**config.mk**
```make
export PLATFORM = sky130hd
export DESIGN_NAME = eased_scroll_camera
export DESIGN_NICKNAME = d
export VERILOG_FILES = /design/src/esc_pkg.sv /design/src/eased_scroll_camera.sv
export SDC_FILE = /design/constraint.sdc
export NUM_CORES = 1
export LEC_CHECK = 0
export ABC_CLOCK_PERIOD_IN_PS = 18000
export BUFFER_PORTS_ARGS = -buffer_cell sky130_fd_sc_hd__buf_2
export CORE_MARGIN = 4
export CORE_UTILIZATION = 57
export DETAILED_ROUTE_END_ITERATION = 8
export PLACE_DENSITY = 0.75
export SLEW_MARGIN = 10
export SYNTH_ARGS = -nofsm -noshare
export SYNTH_HDL_FRONTEND = slang
export SYNTH_SLANG_ARGS = --single-unit
export TNS_END_PERCENT = 5
```
**constraint.sdc**
```tcl
create_clock -name clock -period 18 [get_ports clock]
set_input_delay 3.6 -clock clock [delete_from_list [all_inputs] [get_ports clock]]
set_output_delay 3.6 -clock clock [all_outputs]
set_load 0.03 [all_outputs]
```
**src/esc_pkg.sv**
```systemverilog
// ----------------------------------------------------------------------------
// esc_pkg: shared definitions for the eased scroll camera
// Transaction kind codes, register indexes, sequencer states and fixed widths.
// ----------------------------------------------------------------------------
`default_nettype none

package esc_pkg;

   // Input transaction kinds
   localparam logic [1:0] KIND_TICK     = 2'd0;
   localparam logic [1:0] KIND_RETARGET = 2'd1;
   localparam logic [1:0] KIND_VTARGET  = 2'd2;
   localparam logic [1:0] KIND_INIT     = 2'd3;

   // Configuration register indexes
   localparam int unsigned CSR_INDEX_W = 3;
   localparam logic [CSR_INDEX_W-1:0] CSR_LOOKAHEAD_X     = 3'd0;
   localparam logic [CSR_INDEX_W-1:0] CSR_STEP_X          = 3'd1;
   localparam logic [CSR_INDEX_W-1:0] CSR_STEP_Y          = 3'd2;
   localparam logic [CSR_INDEX_W-1:0] CSR_HALF_WIDTH      = 3'd3;
   localparam logic [CSR_INDEX_W-1:0] CSR_SCREEN_OFFSET_X = 3'd4;
   localparam logic [CSR_INDEX_W-1:0] CSR_SCREEN_OFFSET_Y = 3'd5;
   localparam int unsigned CSR_DATA_W = 8;

   // Ease progress runs 0..EASE_FULL; EASE_FULL means no move active
   localparam logic [8:0] EASE_FULL = 9'd256;

   // Fixed vertical base offset of the camera relative to the player
   localparam logic [15:0] BASE_Y = 16'hFFE8;  // -24

   // Shared multiplier widths
   localparam int unsigned MUL_A_W = 17;
   localparam int unsigned MUL_B_W = 10;
   localparam int unsigned MUL_P_W = 25;

   // Tick sequencer
   typedef enum logic [2:0] {
      ST_IDLE,
      ST_SQUARE,
      ST_SCALE,
      ST_APPLY,
      ST_SUM
   } esc_state_type;

endpackage

`default_nettype wire

```
**src/eased_scroll_camera.sv**
```systemverilog
// ----------------------------------------------------------------------------
// eased_scroll_camera: side-scrolling camera with eased horizontal lookahead
// Keeps horizontal and vertical camera offsets and emits a scroll position on
// every frame tick.
// ----------------------------------------------------------------------------
// Init, horizontal retarget and vertical target transactions produce no
// result. A tick during a move passes from acceptance to the output
// register through the steps acceptance, square, scale, apply and sum. A
// tick with no move active, or one that ends the move, passes through
// acceptance and sum only. Either waits in the sum step while the output
// register is still held by a stalled result; the block takes no new
// transaction until the tick is finished. The one shared 17x10 multiplier
// is used first for the easing square and then for scaling the move span.
`default_nettype none

module eased_scroll_camera (
   input  wire logic                                clock,
   input  wire logic                                reset,
   // configuration
   input  wire logic                                csr_write,
   input  wire logic [esc_pkg::CSR_INDEX_W-1:0]     csr_index,
   input  wire logic [esc_pkg::CSR_DATA_W-1:0]      csr_wdata,
   // request channel
   input  wire logic                                req_valid,
   output logic                                     req_stall,
   input  wire logic [1:0]                          req_kind,
   input  wire logic signed [7:0]                   req_lookahead,
   input  wire logic signed [15:0]                  req_player_x,
   input  wire logic signed [15:0]                  req_player_y,
   input  wire logic                                req_heading_left,
   // response channel
   output logic                                     rsp_valid,
   input  wire logic                                rsp_stall,
   output logic signed [15:0]                       rsp_scroll_x,
   output logic signed [15:0]                       rsp_scroll_y
);

   import esc_pkg::*;

   // Configuration registers
   logic [6:0] lookahead_x_ff, lookahead_x_in;
   logic [7:0] step_x_ff, step_x_in;
   logic [6:0] step_y_ff, step_y_in;
   logic [7:0] half_width_ff, half_width_in;
   logic [7:0] screen_offset_x_ff, screen_offset_x_in;
   logic [7:0] screen_offset_y_ff, screen_offset_y_in;

   // Camera state
   logic [15:0] offset_x_ff, offset_x_in;
   logic [15:0] move_start_x_ff, move_start_x_in;
   logic [15:0] move_span_x_ff, move_span_x_in;
   logic [8:0]  ease_progress_ff, ease_progress_in;
   logic [15:0] pan_y_ff, pan_y_in;
   logic [7:0]  pan_target_y_ff, pan_target_y_in;

   // Sequencer and working registers
   esc_state_type state_ff, state_in;
   logic [MUL_P_W-1:0] mul_ff, mul_in;
   logic [15:0] px_ff, px_in;
   logic [15:0] py_ff, py_in;

   // Output register
   logic        rsp_valid_ff, rsp_valid_in;
   logic [15:0] scroll_x_ff, scroll_x_in;
   logic [15:0] scroll_y_ff, scroll_y_in;

   // Combinational helpers
   logic                      accept;
   logic                      out_free;
   logic [15:0]               follow_x;
   logic [9:0]                progress_sum;
   logic [7:0]                t_lo;
   logic [7:0]                sq_op;
   logic [8:0]                sq_val;
   logic [9:0]                curve_val;
   logic [8:0]                eased;
   logic signed [MUL_A_W-1:0] mul_a;
   logic signed [MUL_B_W-1:0] mul_b;
   logic signed [MUL_A_W+MUL_B_W-1:0] mul_p;
   logic signed [16:0]        pan_cur;
   logic signed [16:0]        pan_tgt;
   logic signed [16:0]        pan_up;
   logic signed [16:0]        pan_dn;
   logic signed [16:0]        pan_next;

   assign req_stall    = (state_ff != ST_IDLE);
   assign accept       = req_valid && !req_stall;
   assign out_free     = !rsp_valid_ff || !rsp_stall;
   assign rsp_valid    = rsp_valid_ff;
   assign rsp_scroll_x = scroll_x_ff;
   assign rsp_scroll_y = scroll_y_ff;

   // Follow offset from player facing
   assign follow_x = req_heading_left ? (16'd0 - {9'd0, lookahead_x_ff})
                                      : {9'd0, lookahead_x_ff};

   // Progress after one tick
   assign progress_sum = {1'b0, ease_progress_ff} + {2'b00, step_x_ff};

   // Easing square operand: t in the first half, 256 - t in the second
   assign t_lo  = ease_progress_ff[7:0];
   assign sq_op = t_lo[7] ? 8'(9'd256 - {1'b0, t_lo}) : t_lo;

   // Easing curve from the registered square, then halved; the top of the
   // curve halves to 256 and needs the ninth bit
   assign sq_val    = mul_ff[14:6];
   assign curve_val = t_lo[7] ? (10'd512 - {1'b0, sq_val}) : {1'b0, sq_val};
   assign eased     = curve_val[9:1];

   // Shared multiplier operand select
   always_comb begin
      if (state_ff == ST_SQUARE) begin
         mul_a = $signed({9'd0, sq_op});
         mul_b = $signed({2'b00, sq_op});
      end else begin
         mul_a = $signed({move_span_x_ff[15], move_span_x_ff});
         mul_b = $signed({1'b0, eased});
      end
   end
   assign mul_p = mul_a * mul_b;

   // Vertical slew toward target with clamp
   assign pan_cur = $signed({pan_y_ff[15], pan_y_ff});
   assign pan_tgt = $signed({{9{pan_target_y_ff[7]}}, pan_target_y_ff});
   assign pan_up  = pan_cur + $signed({10'd0, step_y_ff});
   assign pan_dn  = pan_cur - $signed({10'd0, step_y_ff});
   always_comb begin
      if (pan_cur < pan_tgt) begin
         pan_next = (pan_up > pan_tgt) ? pan_tgt : pan_up;
      end else if (pan_cur > pan_tgt) begin
         pan_next = (pan_dn < pan_tgt) ? pan_tgt : pan_dn;
      end else begin
         pan_next = pan_cur;
      end
   end

   // Next state and register updates
   always_comb begin
      lookahead_x_in     = lookahead_x_ff;
      step_x_in          = step_x_ff;
      step_y_in          = step_y_ff;
      half_width_in      = half_width_ff;
      screen_offset_x_in = screen_offset_x_ff;
      screen_offset_y_in = screen_offset_y_ff;
      offset_x_in        = offset_x_ff;
      move_start_x_in    = move_start_x_ff;
      move_span_x_in     = move_span_x_ff;
      ease_progress_in   = ease_progress_ff;
      pan_y_in           = pan_y_ff;
      pan_target_y_in    = pan_target_y_ff;
      state_in           = state_ff;
      mul_in             = mul_ff;
      px_in              = px_ff;
      py_in              = py_ff;
      rsp_valid_in       = rsp_valid_ff && rsp_stall;
      scroll_x_in        = scroll_x_ff;
      scroll_y_in        = scroll_y_ff;

      // Configuration writes
      if (csr_write) begin
         case (csr_index)
            CSR_LOOKAHEAD_X:     lookahead_x_in     = csr_wdata[6:0];
            CSR_STEP_X:          step_x_in          = csr_wdata;
            CSR_STEP_Y:          step_y_in          = csr_wdata[6:0];
            CSR_HALF_WIDTH:      half_width_in      = csr_wdata;
            CSR_SCREEN_OFFSET_X: screen_offset_x_in = csr_wdata;
            CSR_SCREEN_OFFSET_Y: screen_offset_y_in = csr_wdata;
            default: ;
         endcase
      end

      case (state_ff)
         ST_IDLE: begin
            if (accept) begin
               case (req_kind)
                  KIND_INIT: begin
                     offset_x_in      = follow_x;
                     move_span_x_in   = 16'd0;
                     ease_progress_in = EASE_FULL;
                     pan_y_in         = 16'd0;
                     pan_target_y_in  = 8'd0;
                  end
                  KIND_RETARGET: begin
                     move_start_x_in  = offset_x_ff;
                     move_span_x_in   = {{8{req_lookahead[7]}}, req_lookahead} - offset_x_ff;
                     ease_progress_in = EASE_FULL - ease_progress_ff;
                  end
                  KIND_VTARGET: begin
                     pan_target_y_in = req_lookahead;
                  end
                  KIND_TICK: begin
                     px_in    = req_player_x;
                     py_in    = req_player_y;
                     pan_y_in = pan_next[15:0];
                     if (ease_progress_ff == EASE_FULL) begin
                        offset_x_in = follow_x;
                        state_in    = ST_SUM;
                     end else if (progress_sum >= {1'b0, EASE_FULL}) begin
                        ease_progress_in = EASE_FULL;
                        offset_x_in      = move_start_x_ff + move_span_x_ff;
                        state_in         = ST_SUM;
                     end else begin
                        ease_progress_in = progress_sum[8:0];
                        state_in         = ST_SQUARE;
                     end
                  end
                  default: ;
               endcase
            end
         end
         // Square the progress term
         ST_SQUARE: begin
            mul_in   = mul_p[MUL_P_W-1:0];
            state_in = ST_SCALE;
         end
         // Scale the span by the eased fraction
         ST_SCALE: begin
            mul_in   = mul_p[MUL_P_W-1:0];
            state_in = ST_APPLY;
         end
         // Add the floored delta to the move start
         ST_APPLY: begin
            offset_x_in = move_start_x_ff + mul_ff[23:8];
            state_in    = ST_SUM;
         end
         // Form the scroll position once the output register is free
         ST_SUM: begin
            if (out_free) begin
               rsp_valid_in = 1'b1;
               scroll_x_in  = px_ff + {8'd0, half_width_ff} + offset_x_ff
                              - {8'd0, screen_offset_x_ff};
               scroll_y_in  = py_ff + BASE_Y + pan_y_ff - {8'd0, screen_offset_y_ff};
               state_in     = ST_IDLE;
            end
         end
         default: state_in = ST_IDLE;
      endcase
   end

   // State register
   always_ff @(posedge clock) begin
      if (reset) begin
         state_ff <= ST_IDLE;
      end else begin
         state_ff <= state_in;
      end
   end

   // Configuration, camera state and output valid
   always_ff @(posedge clock) begin
      if (reset) begin
         lookahead_x_ff     <= 7'd32;
         step_x_ff          <= 8'd8;
         step_y_ff          <= 7'd1;
         half_width_ff      <= 8'd8;
         screen_offset_x_ff <= 8'd80;
         screen_offset_y_ff <= 8'd72;
         offset_x_ff        <= 16'd32;
         move_start_x_ff    <= 16'd0;
         move_span_x_ff     <= 16'd0;
         ease_progress_ff   <= EASE_FULL;
         pan_y_ff           <= 16'd0;
         pan_target_y_ff    <= 8'd0;
         rsp_valid_ff       <= 1'b0;
      end else begin
         lookahead_x_ff     <= lookahead_x_in;
         step_x_ff          <= step_x_in;
         step_y_ff          <= step_y_in;
         half_width_ff      <= half_width_in;
         screen_offset_x_ff <= screen_offset_x_in;
         screen_offset_y_ff <= screen_offset_y_in;
         offset_x_ff        <= offset_x_in;
         move_start_x_ff    <= move_start_x_in;
         move_span_x_ff     <= move_span_x_in;
         ease_progress_ff   <= ease_progress_in;
         pan_y_ff           <= pan_y_in;
         pan_target_y_ff    <= pan_target_y_in;
         rsp_valid_ff       <= rsp_valid_in;
      end
   end

   // Working and payload registers
   always_ff @(posedge clock) begin
      mul_ff      <= mul_in;
      px_ff       <= px_in;
      py_ff       <= py_in;
      scroll_x_ff <= scroll_x_in;
      scroll_y_ff <= scroll_y_in;
   end

   // A result only appears after the sum step
   a_rsp_from_sum: assert property (@(posedge clock) disable iff (reset)
      $rose(rsp_valid_ff) |-> $past(state_ff == ST_SUM))
      else $error("result loaded outside the sum step");

   // Progress never passes the full mark
   a_progress_range: assert property (@(posedge clock) disable iff (reset)
      ease_progress_ff <= EASE_FULL)
      else $error("ease progress out of range");

   // The multiplier path is only taken for a move still in progress
   a_square_moving: assert property (@(posedge clock) disable iff (reset)
      (state_ff == ST_SQUARE) |-> (ease_progress_ff < EASE_FULL))
      else $error("square step entered with no active move");

   // A tick that enters the multiplier path reaches the sum step after the scale and apply steps
   a_tick_latency: assert property (@(posedge clock) disable iff (reset)
      (state_ff == ST_SQUARE) |-> ##3 (state_ff == ST_SUM))
      else $error("tick sequence broken");

endmodule

`default_nettype wire
```
# [Yosys cells after proc, flatten, opt, wreduce, memory -nomap -nowiden]
# Index checks and enable logic that the tools add are counted.
[word_totals] reg_bits=219 input_bits=59 out_inout_bits=34
[op_classes] addsub=16 multipliers=1 magnitude_cmp=5 n_eq_ne=20 mux=28 n_reduce_logical=31
[ops] op="2-to-1 mux 16 bit" n=8
[ops] op="case mux 16 bit (2 select lines)" n=4
[ops] op="adder 16 bit" n=4
[ops] op="subtractor 16 x 8 -> 16 bit" n=2
[ops] op="2-to-1 mux 9 bit" n=3
[ops] op="case mux 9 bit (3 select lines)" n=1
[ops] op="multiplier 17 x 10 -> 24 bit" n=1
[ops] op="adder 16 x 8 -> 17 bit" n=1
[ops] op="> comparator 17 x 8 -> 1 bit" n=1
[ops] op="< comparator 17 x 8 -> 1 bit" n=1
[ops] op="2-to-1 mux 17 bit" n=1
[ops] op="subtractor 16 x 8 -> 17 bit" n=1
[ops] op="adder 16 bit (second input constant)" n=1
[ops] op="adder 16 x 8 -> 16 bit" n=1
[ops] op="> comparator 16 x 8 -> 1 bit" n=1
[ops] op="< comparator 16 x 8 -> 1 bit" n=1
[ops] op="case mux 8 bit (2 select lines)" n=1
[ops] op="subtractor 16 bit" n=1
[ops] op="2-to-1 mux 3 bit" n=5
[ops] op="case mux 3 bit (5 select lines)" n=1
[ops] op="AND reduction 3 bit" n=5
[ops] op="AND reduction 2 bit" n=7
[ops] op="equality test 3 x 2 -> 1 bit (second input constant)" n=4
[ops] op="AND reduction 4 bit" n=3
[ops] op="other kinds (27)" n=42

# [Longest topological paths before layout]
# Gate-level depths: netlist of run 1.
[logic_depth] word_depth=7 ltp_mapped=29 ltp_nobuf=28

# [Worst setup path after synthesis of run 1]
# OpenSTA, ideal clock, no wires.
[synth_path] path_type="flip-flop to flip-flop" startpoint="reg ease_progress_ff[2]" endpoint="reg mul_ff[21], data pin" setup_time_ns=0.258 t_arrival_ns=6.386 path_slack_ns=11.356 path_stages_with_launch=26 path_buffers=1 period_less_slack_ns=6.644 cell_sequence="dfxtp_1 > clkbuf_1 > or3_1 > or3_1 > nand2_1 > xor2_1 > and2_1 > a21oi_1 > o21ai_0 > fa_1 > inv_1 > fa_1 > fa_1 > fa_1 > inv_1 > fa_1 > inv_1 > ha_1 > a21oi_1 > o21ai_0 > a221o_1 > a31o_2 > a221oi_4 > nand2b_1 > a21oi_2 > xnor2_1"
[synth_between] elab_chain_cells=4 elab_cells_between_ends=5 classes_between="1 x add/sub; 1 x mul; 3 x mux"
[synth_lines] element="start: declaration" line_no="eased_scroll_camera.sv:52" source="logic [8:0] ease_progress_ff, ease_progress_in;"
[synth_lines] element="start signal: assignment" line_no="eased_scroll_camera.sv:275" source="ease_progress_ff <= ease_progress_in;"
[synth_lines] element="subtractor 1 x 8 -> 8 bit" line_no="eased_scroll_camera.sv:102" source="assign sq_op = t_lo[7] ? 8'(9'd256 - {1'b0, t_lo}) : t_lo;"
[synth_lines] element="2-to-1 mux 8 bit *" line_no="eased_scroll_camera.sv:102"
[synth_lines] element="2-to-1 mux 17 bit / 2-to-1 mux 9 bit (equally long branches)" line_no="eased_scroll_camera.sv:112" source="if (state_ff == ST_SQUARE) begin"
[synth_lines] element="multiplier 17 x 10 -> 24 bit *" line_no="eased_scroll_camera.sv:120" source="assign mul_p = mul_a * mul_b;"
[synth_lines] element="via mul_p[21]" line_no="eased_scroll_camera.sv:79" source="logic signed [MUL_A_W+MUL_B_W-1:0] mul_p;"
[synth_lines] element="end signal: assignment" line_no="eased_scroll_camera.sv:284" source="mul_ff <= mul_in;"
[synth_lines] element="end: declaration" line_no="eased_scroll_camera.sv:58" source="logic [MUL_P_W-1:0] mul_ff, mul_in;"
# The timed path passes the listed nets; every way through them passes the cells marked *.
# A chain may end at the register's enable or synchronous reset.

# [Worst setup path after layout of run 1]
[layout_path] startpoint="reg ease_progress_ff[1]" endpoint="reg mul_ff[21], data pin"
# The elaborated chain is that of the path after synthesis.

==> Flow_metrics.wiki, run 1 <==
{| class="wikitable"
! Metric !! Value
|-
| R2R depth || 27
|-
| I/O Pins || 93
|-
| Sequential cell area || 5080 sq um
|-
| Total DRC errors in the routed layout || 0
|-
| Met1 routed wirelength after detailed routing || 21000 um
|-
| Number of gates on the worst path with buffers counted || 27
|-
| Top-area cell type share of the netlist area || 14.5%
|-
| Post-synthesis sequential area ratio || 25.3%
|-
| Run status || finished, final reports clean
|-
| H-tree depth || 1
|-
| Number of buffers inserted by hold repair at cts || 0
|-
| Filler instances || 2942
|-
| Maximum capacitance violations || 0
|-
| Pin count of the biggest net entering global routing || 60
|-
| Max FO, Critical Path || 8
|-
| Sum of overflow across all layers after global routing || 0
|-
| TritonCTS clock tree || done
|-
| LEAKAGE || 10.0 nW
|-
| Worst clock skew || 0.0216 ns
|-
| Setup slack, reg-to-reg || 10.42 ns
|-
| Overall via count from detail_route || 16594
|-
| Kind of capture point of the worst setup path || register
|-
| Global-route wire length before repair || 84300 um
|-
| GP Congestion || 0.952
|-
| Synth warn || 0
|-
| Routed wire length on met2 || 25200 um
|-
| Slowest cell on the critical path || sky130_fd_sc_hd__nor2_1
|-
| Main area contributors after synthesis || sky130_fd_sc_hd__fa_1 14%, sky130_fd_sc_hd__ha_1 14%, sky130_fd_sc_hd__dfxtp_1 13%
|-
| Mean routed wirelength per cell || 18.1 um
|-
| Number of buffers inserted to repair setup after CTS || 0
|-
| Data arrival time of the critical path || 7.85 ns
|-
| Share of final-layout standard cells stronger than drive strength 1 || 7.59%
|-
| Asr flop ratio synth || 0%
|-
| Max Clk Rate || 0.132 GHz
|-
| Count of endpoints failing hold in the final timing report || 0
|-
| Initial cell density of the core || 57.9%
|-
| Number of placed cells counting well taps || 2796
|-
| Power Density || 115 nW/um^2
|-
| Category of cells accounting for the largest share of critical-path delay || adder cells
|-
| Antenna violations before repair || 1
|-
| Non-filler instance count after layout || 2841
|-
| Mapped cell area || 20100 sq um
|-
| Number of iterations in the first detailed-routing pass || 5
|-
| Total placed instance area || 20900 sq um
|-
| GR Util All Layers || 26.7%
|-
| Average footprint of a synthesized cell || 8.71 sq um
|-
| Num CTS Buffers || 24
|-
| Maximum single-stage delay on the critical path || 0.68 ns
|-
| Post-synth top area cell || sky130_fd_sc_hd__fa_1
|-
| Worst Min Path Start || offset_x_ff[10]
|-
| Final wirelength || 51400 um
|-
| Via count of the first global-routing pass || 16763
|-
| Wire length on met3 || 2950 um
|-
| Worst-case hold path end point || move_start_x_ff[10]
|-
| Floorplan die width || 196 um
|-
| Number of unique standard cell types used by synthesis || 86
|-
| Layout net count || 2801
|-
| Number of pins with negative max-slew slack in the final report || 0
|-
| Post-cts gate resize count || 0
|-
| Final ANT Viol Nets || 0
|-
| Setup violations, final || 0
|-
| Worst Max-Slew Pin Slew || 1.06 ns
|-
| Root Driver || sky130_fd_sc_hd__clkbuf_16
|-
| Max IR drop VDD || 138 uV
|-
| Syn Nets || 2738
|-
| Iteration-0 DRC Markers || 1204
|-
| Unrepaired setup endpoints after global routing || no
|-
| Layout Cell Area excl Fill || 21700 sq um
|-
| Placement Rows || 68
|-
| Most used DFF post-synth || sky130_fd_sc_hd__dfxtp_1
|-
| Total design power || 2.50 mW
|-
| Endpoint of the most critical register-to-register path || mul_ff[21]
|-
| Uppermost signal routing layer after detailed routing || met4
|-
| Required time worst endpoint || 18.27 ns
|-
| PortBufs || 92
|-
| Path class of the lowest-slack min-delay path || register to register
|-
| Post-CTS clock slew at the launch and capture registers of the worst setup and hold paths || 0.06 ns
|-
| Source-to-sink clock delay at the later pin of the worst-skew pair || 0.54 ns
|-
| RR Startpoint || ease_progress_ff[1]
|-
| Worst max-slew margin expressed relative to the limit || 29.0%
|-
| Setup Total Neg Slack || 0 ns
|-
| Floorplan Core Area || 34600 sq um
|-
| Cells after synthesis || 2304
|-
| DPL Wire Length || 39600 um
|-
| Die H || 196 um
|-
| Clk sinks || 213
|-
| Number of vias per cell || 5.84
|-
| Final period util || 42.1%
|-
| Critical path buffers and inverters || 5
|-
| Worst-case clock buffer depth || 3
|-
| Total Die Area || 38300 sq um
|-
| Number of enable flip-flop cells after synthesis || 82
|-
| Final critical path time including I/O delays and setup || 7.58 ns
|-
| #FFs+latches synth || 213
|-
| Critical Path Source Type || register
|-
| Critical setup path kind || register to register
|-
| Hold path cells || 2
|-
| Post-synthesis to final-layout area growth || 8.29%
|-
| Area taken by multi-input logic gates || 13500 sq um
|}
## placed cells by master, fill, tap and decap left out, types with 7 or more instances in the layout
master	Yosys	final
sky130_fd_sc_hd__nand2_1	275	275
sky130_fd_sc_hd__o31a_1	7	7
sky130_fd_sc_hd__nand2b_1	24	24
sky130_fd_sc_hd__a31oi_1	15	15
sky130_fd_sc_hd__o211ai_1	19	19
sky130_fd_sc_hd__fa_1	145	145
sky130_fd_sc_hd__inv_1	314	314
sky130_fd_sc_hd__and3_1	26	26
sky130_fd_sc_hd__nor3_1	52	52
sky130_fd_sc_hd__nor3b_1	10	10
sky130_fd_sc_hd__ha_1	230	230
sky130_fd_sc_hd__xnor2_1	108	108
sky130_fd_sc_hd__buf_2	5	91
sky130_fd_sc_hd__nand4_1	7	7
sky130_fd_sc_hd__clkbuf_16	0	27
sky130_fd_sc_hd__o31ai_1	10	10
sky130_fd_sc_hd__a211oi_1	25	25
sky130_fd_sc_hd__o21a_1	26	26
sky130_fd_sc_hd__o21ai_0	67	67
sky130_fd_sc_hd__nor2b_1	27	27
sky130_fd_sc_hd__edfxtp_1	82	82
sky130_fd_sc_hd__a21o_1	42	42
sky130_fd_sc_hd__nor2_1	191	191
sky130_fd_sc_hd__a22oi_1	16	16
sky130_fd_sc_hd__or3_1	14	14
sky130_fd_sc_hd__and2_1	11	11
sky130_fd_sc_hd__a21oi_1	139	138
sky130_fd_sc_hd__a2111oi_0	7	7
sky130_fd_sc_hd__buf_4	1	16
sky130_fd_sc_hd__o21bai_1	7	7
sky130_fd_sc_hd__mux2i_1	10	10
sky130_fd_sc_hd__or2_2	8	8
sky130_fd_sc_hd__a221oi_1	7	7
sky130_fd_sc_hd__xor2_1	33	33
sky130_fd_sc_hd__dfxtp_1	131	131
sky130_fd_sc_hd__nand3_1	51	51
## synthesized netlist by cell type, drive strengths merged, types with 6 or more instances
cell type	instances
a211oi	26
o31ai	10
nand3	51
a31oi	16
nor2b	27
nor2	193
nand2	275
inv	314
buf	14
o311ai	6
o21a	26
o21ai	69
nor3b	12
or3	14
o211ai	19
and3	26
a22oi	16
a221oi	8
a21boi	6
edfxtp	82
and2	14
xor2	33
a21o	42
clkbuf	56
fa	145
o21bai	7
a21oi	143
nor3	53
dfxtp	131
mux2i	10
nand2b	24
a2111oi	11
or2	9
ha	230
o31a	7
nand4	7
xnor2	108
## power by group
group | switching, mW | total, mW | leakage (nW) | internal (mW)
logic | 0.831 | 1.39 | 7.78 | 0.562
registers | 0.0412 | 0.601 | 1.81 | 0.560
clock network | 0.213 | 0.508 | 0.407 | 0.295
total | 1.08 | 2.50 | 10.0 | 1.42
## layer usage
| metal | global-route usage (%) | vias to the layer above |
|---|---|---|
| met1 | 34.0 | 7972 |
| met5 | 0 | - |
| li1 | - | 7931 |
| met4 | 10.9 | 0 |
| met2 | 45.8 | 551 |
| met3 | 3.54 | 140 |
## area by class of cell
| class | count | share of cell area [%] |
|---|---|---|
| diodes | 1 | 0.0115 |
| clock inverters | 11 | 0.415 |
| inverters | 315 | 5.44 |
| repair buffers | 107 | 2.65 |
| clock buffers | 33 | 3.30 |
| multi-input cells | 1706 | 62.2 |
| flip-flops and latches | 213 | 23.4 |
| well taps | 455 | 2.62 |
## tightest hold or removal path, delay by kind of cell, from the launching register on
kind	cells	cell delay (ns)
flip-flops	1	0.31
AO/OA/AOI/OAI	1	0.05
AND/OR/NAND/NOR	1	0.05
## cell families after synthesis
kind of cell,share of synthesized area (%)
AND/OR/NAND/NOR,16.6
AO/OA/AOI/OAI,15.1
buffers and inverters,7.40
adder cells (fa/ha/maj),28.8
flip-flops,25.3
XOR/XNOR,6.15
multiplexers,0.611
## stage by stage
step           utilization [%]  setup slack, ns  hold WS [ns]
2_1_floorplan                -            11.36         0.432
3_3_place_gp              60.4            10.69         0.438
3_5_place_dp              60.4            10.53         0.446
4_1_cts                   62.7            10.50         0.454
5_1_grt                   62.8            10.12         0.470
6_report                  62.8            10.42         0.456
## worst max-delay path by stage
| stage | start | endpoint | slack, ns |
|---|---|---|---|
| 2_1_floorplan | ease_progress_ff[2] | mul_ff[21] | 11.36 |
| 3_3_place_gp | ease_progress_ff[1] | mul_ff[21] | 10.69 |
| 3_5_place_dp | ease_progress_ff[0] | mul_ff[21] | 10.53 |
| 4_1_cts | ease_progress_ff[0] | mul_ff[21] | 10.50 |
| 5_1_grt | ease_progress_ff[2] | mul_ff[21] | 10.12 |
| 6_report | ease_progress_ff[1] | mul_ff[21] | 10.42 |
## state kept, by name, summed over array words and instances, names as in the netlist, 3 cells and up
name                count
rsp_scroll_y           16
lookahead_x_ff          7
py_ff                  16
mul_ff                 18
ease_progress_ff        9
step_x_ff               8
rsp_scroll_x           16
half_width_ff           8
offset_x_ff            16
pan_target_y_ff         8
px_ff                  16
step_y_ff               7
move_start_x_ff        16
screen_offset_x_ff      8
state_ff                3
screen_offset_y_ff      8
move_span_x_ff         16
pan_y_ff               16
Power figures use the tool's default switching activity.
==> inputs of run 2 (changes only) <==
--- a/config.mk
+++ b/config.mk
@@ -5,7 +5,7 @@
 export SDC_FILE = /design/constraint.sdc
 export NUM_CORES = 1
 export LEC_CHECK = 0
-export ABC_CLOCK_PERIOD_IN_PS = 18000
+export ABC_CLOCK_PERIOD_IN_PS = 7000
 export BUFFER_PORTS_ARGS = -buffer_cell sky130_fd_sc_hd__buf_2
 export CORE_MARGIN = 4
 export CORE_UTILIZATION = 57
==> constraint.sdc (replaced) <==
create_clock -name clock -period 7 [get_ports clock]
set_input_delay 1.4 -clock clock [delete_from_list [all_inputs] [get_ports clock]]
set_output_delay 1.4 -clock clock [all_outputs]
set_load 0.03 [all_outputs]
==> Flow_metrics.wiki, run 2 (synthesis gave the netlist of run 1 again) <==
{| class="wikitable"
! Metric !! Value
|-
| Run status || finished, final reports clean
|-
| Power Density || 287 nW/um^2 (+150%)
|-
| Largest register by flop count || mul_ff
|-
| Critical Path Source Type || register
|-
| Most used cell, CP || sky130_fd_sc_hd__fa_1
|-
| Total DRC errors in the routed layout || 0 (unchanged)
|-
| Initial cell density of the core || 57.9% (unchanged)
|-
| Setup violations, final || 0 (unchanged)
|-
| Worst max-slew margin expressed relative to the limit || 23.7% (-5.3 points)
|-
| Internal Pwr Total || 3.63 mW (+160%)
|-
| Final period util || 97.3% (+55 points)
|-
| TritonCTS clock tree || done
|-
| Num CTS Buffers || 23 (-4.2%)
|-
| Max Clk Rate || 0.147 GHz (+11%)
|-
| Antenna violations before repair || 3 (+2)
|-
| H-tree depth || 1 (unchanged)
|-
| Maximum capacitance violations || 0 (unchanged)
|-
| Floorplan Core Area || 34600 sq um (unchanged)
|-
| Final wirelength || 51800 um (+0.62%)
|-
| Number of iterations in the first detailed-routing pass || 5 (unchanged)
|-
| LEAKAGE || 10.2 nW (+2.3%)
|-
| Number of pins with negative max-slew slack in the final report || 0 (unchanged)
|-
| Clock network fraction of design power || 19.1% (-1.2 points)
|-
| Worst-case clock buffer depth || 3 (unchanged)
|-
| Number of vias per cell || 5.79 (-0.87%)
|-
| Combinational Power Share || 56.7% (+1.0 points)
|-
| Layout Cell Area excl Fill || 22100 sq um (+1.9%)
|-
| Global-route wire length before repair || 85500 um (+1.5%)
|-
| Seq pwr share || 24.2% (+0.2 points)
|-
| Final critical path time including I/O delays and setup || 6.81 ns (-0.771 ns)
|-
| GR Util All Layers || 27.1% (+0.40 points)
|-
| Floorplan die width || 196 um (unchanged)
|-
| DPL Wire Length || 40900 um (+3.2%)
|-
| Kind of capture point of the worst setup path || register
|-
| Highest-count cells in the layout ignoring fill and taps || 314 x sky130_fd_sc_hd__inv_1, 274 x sky130_fd_sc_hd__nand2_1, 229 x sky130_fd_sc_hd__ha_1
|-
| Max FO, Critical Path || 7 (-1)
|-
| Die H || 196 um (unchanged)
|-
| Placement Rows || 68 (unchanged)
|-
| Data arrival time of the critical path || 7.09 ns (-0.76 ns)
|-
| Layout net count || 2847 (+1.6%)
|-
| Max IR drop VDD || 442 uV (+220%)
|-
| Count of endpoints failing hold in the final timing report || 0 (unchanged)
|-
| GP Congestion || 0.958 (+0.56%)
|-
| Total design power || 6.36 mW (+150%)
|-
| Mean routed wirelength per cell || 17.9 um (-1.0%)
|-
| Total placed instance area || 21200 sq um (+1.5%)
|-
| Maximum single-stage delay on the critical path || 0.53 ns (-0.15 ns)
|-
| Post-synthesis to final-layout area growth || 10.3%
|-
| Met1 demand-to-capacity share in global routing || 36.3% (+2.3 points)
|-
| PortBufs || 92 (unchanged)
|-
| Critical path buffers and inverters || 5 (unchanged)
|-
| Worst clock skew || 0.00886 ns (-0.0127 ns)
|-
| Total Die Area || 38300 sq um (unchanged)
|-
| Worst Max-Slew Pin Slew || 1.14 ns (+0.0794 ns)
|-
| Post-CTS clock slew at the launch and capture registers of the worst setup and hold paths || 0.06 ns (about the same)
|-
| Share of final-layout standard cells stronger than drive strength 1 || 10.2% (+2.6 points)
|-
| GRT Max-Usage Layer || met2
|-
| Critical setup path kind || register to register
|-
| Category of cells accounting for the largest share of critical-path delay || adder cells
|-
| Met3 Use GR || 2.93% (-0.60 points)
|-
| Overall via count from detail_route || 16721 (+0.77%)
|-
| Root Driver || sky130_fd_sc_hd__clkbuf_16
|-
| GRT met2 Usage || 45.8% (about the same)
|-
| Switching power of the nets || 2.73 mW (+150%)
|-
| Pin count of the biggest net entering global routing || 94 (+57%)
|-
| Switching share of total power || 43.0% (-0.41 points)
|-
| Clk sinks || 213 (unchanged)
|-
| Final ANT Viol Nets || 0 (unchanged)
|-
| Path class of the lowest-slack min-delay path || register to register
|-
| Worst slack at placement || 0.0337 ns (-10.50 ns)
|-
| Source-to-sink clock delay at the later pin of the worst-skew pair || 0.53 ns (about the same)
|-
| Sum of overflow across all layers after global routing || 0 (unchanged)
|-
| Slowest cell on the critical path || sky130_fd_sc_hd__fa_1
|-
| Required time worst endpoint || 7.28 ns (-10.99 ns)
|-
| Number of flip-flops under the largest register name || 18 (unchanged)
|-
| Iteration-0 DRC Markers || 1286 (+6.8%)
|-
| Most common library cell in the layout ignoring fill and taps || sky130_fd_sc_hd__inv_1
|-
| I/O Pins || 93 (unchanged)
|-
| Worst Setup Slack, final || 0.192 ns (-10.23 ns)
|-
| Via count of the first global-routing pass || 16908 (+0.87%)
|}
## run 2: changes by cell type in the layout (fill, tap and decap cells not counted), moves of 3 or more
| cell | delta |
|---|---|
| sky130_fd_sc_hd__clkbuf_8 | +3 |
| sky130_fd_sc_hd__buf_4 | +46 |
| sky130_fd_sc_hd__a21oi_1 | -3 |
| sky130_fd_sc_hd__nor3_1 | -3 |
| sky130_fd_sc_hd__o21ai_0 | -3 |
| sky130_fd_sc_hd__nor3_2 | +3 |
| sky130_fd_sc_hd__or3_1 | -4 |
| sky130_fd_sc_hd__a21oi_2 | +3 |
| sky130_fd_sc_hd__or3_4 | +4 |
## run 2: final cells by class
| cell class | instances | area [sq um] |
|---|---|---|
| diodes | 3 | 7.51 |
| clock inverters | 9 | 51.3 |
| flip-flops and latches | 213 | 5090 |
| clock buffers | 33 | 706 |
| inverters | 315 | 1180 |
| fillers | 2954 | 12500 |
| repair buffers | 154 | 941 |
| well taps | 455 | 569 |
| multi-input cells | 1706 | 13600 |
## run 2: worst register-to-register path: stages, from the launching register on
cell and delay [ns]:
sky130_fd_sc_hd__dfxtp_2 0.35, sky130_fd_sc_hd__inv_1 0.09, sky130_fd_sc_hd__ha_2 0.24, sky130_fd_sc_hd__nand2_1 0.12, sky130_fd_sc_hd__or3_4 0.37, sky130_fd_sc_hd__nand2_1 0.12
sky130_fd_sc_hd__xor2_2 0.22, sky130_fd_sc_hd__nor2_2 0.07, sky130_fd_sc_hd__or2_4 0.28, sky130_fd_sc_hd__buf_4 0.14, sky130_fd_sc_hd__nand2_1 0.07, sky130_fd_sc_hd__fa_1 0.41
sky130_fd_sc_hd__fa_1 0.49, sky130_fd_sc_hd__inv_1 0.06, sky130_fd_sc_hd__fa_1 0.44, sky130_fd_sc_hd__fa_1 0.53, sky130_fd_sc_hd__inv_1 0.06, sky130_fd_sc_hd__fa_1 0.53
sky130_fd_sc_hd__inv_1 0.04, sky130_fd_sc_hd__ha_1 0.32, sky130_fd_sc_hd__a21oi_1 0.19, sky130_fd_sc_hd__o21ai_2 0.12, sky130_fd_sc_hd__a221o_1 0.31, sky130_fd_sc_hd__a31o_2 0.27
sky130_fd_sc_hd__a221oi_4 0.31, sky130_fd_sc_hd__nand2b_1 0.15, sky130_fd_sc_hd__a21oi_2 0.17, sky130_fd_sc_hd__xnor2_1 0.08
## run 2: path summary, 6_finish.rpt
kind | start | end | slack [ns] | cells past startpoint
hold / removal | offset_x_ff[2] | move_start_x_ff[2] | 0.46 | 2
setup / recovery | ease_progress_ff[1] | mul_ff[21] | 0.19 | 27
hold reg to reg | offset_x_ff[2] | move_start_x_ff[2] | 0.46 | 2
setup reg to reg | ease_progress_ff[1] | mul_ff[21] | 0.19 | 27
## run 2: power by group through the flow
stage | logic (mW) | clock network, mW | registers, mW
floorplan | 2.70 | 0 | 1.56
detailed placement | 3.53 | 0 | 1.56
CTS | 3.56 | 1.24 | 1.54
global placement | 3.39 | 0 | 1.56
global route | 4.04 | 1.29 | 1.55
finish | 3.61 | 1.21 | 1.54
## run 2: repair_timing
action / 4_1_cts / 5_1_grt
setup endpoints to repair: 0 / 9
buffers inserted: 0 / 6
hold buffers: 0 / 0
gates resized for setup: 0 / 25
hold endpoints to repair: 0 / 0
## run 2: layer usage
metal  part of all wire, %  up-vias
li1                      -     8011
met1                    42     7988
met2                    49      592
met3                   6.0      130
met4                   3.9        0
met5                     0        -
## run 2: per-stage QoR
| step | cells | TNS (ns) | util (%) | hold WS [ns] |
|---|---|---|---|---|
| after floorplan | 2304 | 0 | - | 0.432 |
| after global placement | 2837 | 0 | 61.3 | 0.434 |
| after detailed placement | 2837 | 0 | 61.3 | 0.449 |
| after CTS | 2879 | 0 | 63.5 | 0.455 |
| after global routing | 2888 | -0.126 | 63.9 | 0.460 |
| final | 2888 | 0 | 63.9 | 0.456 |
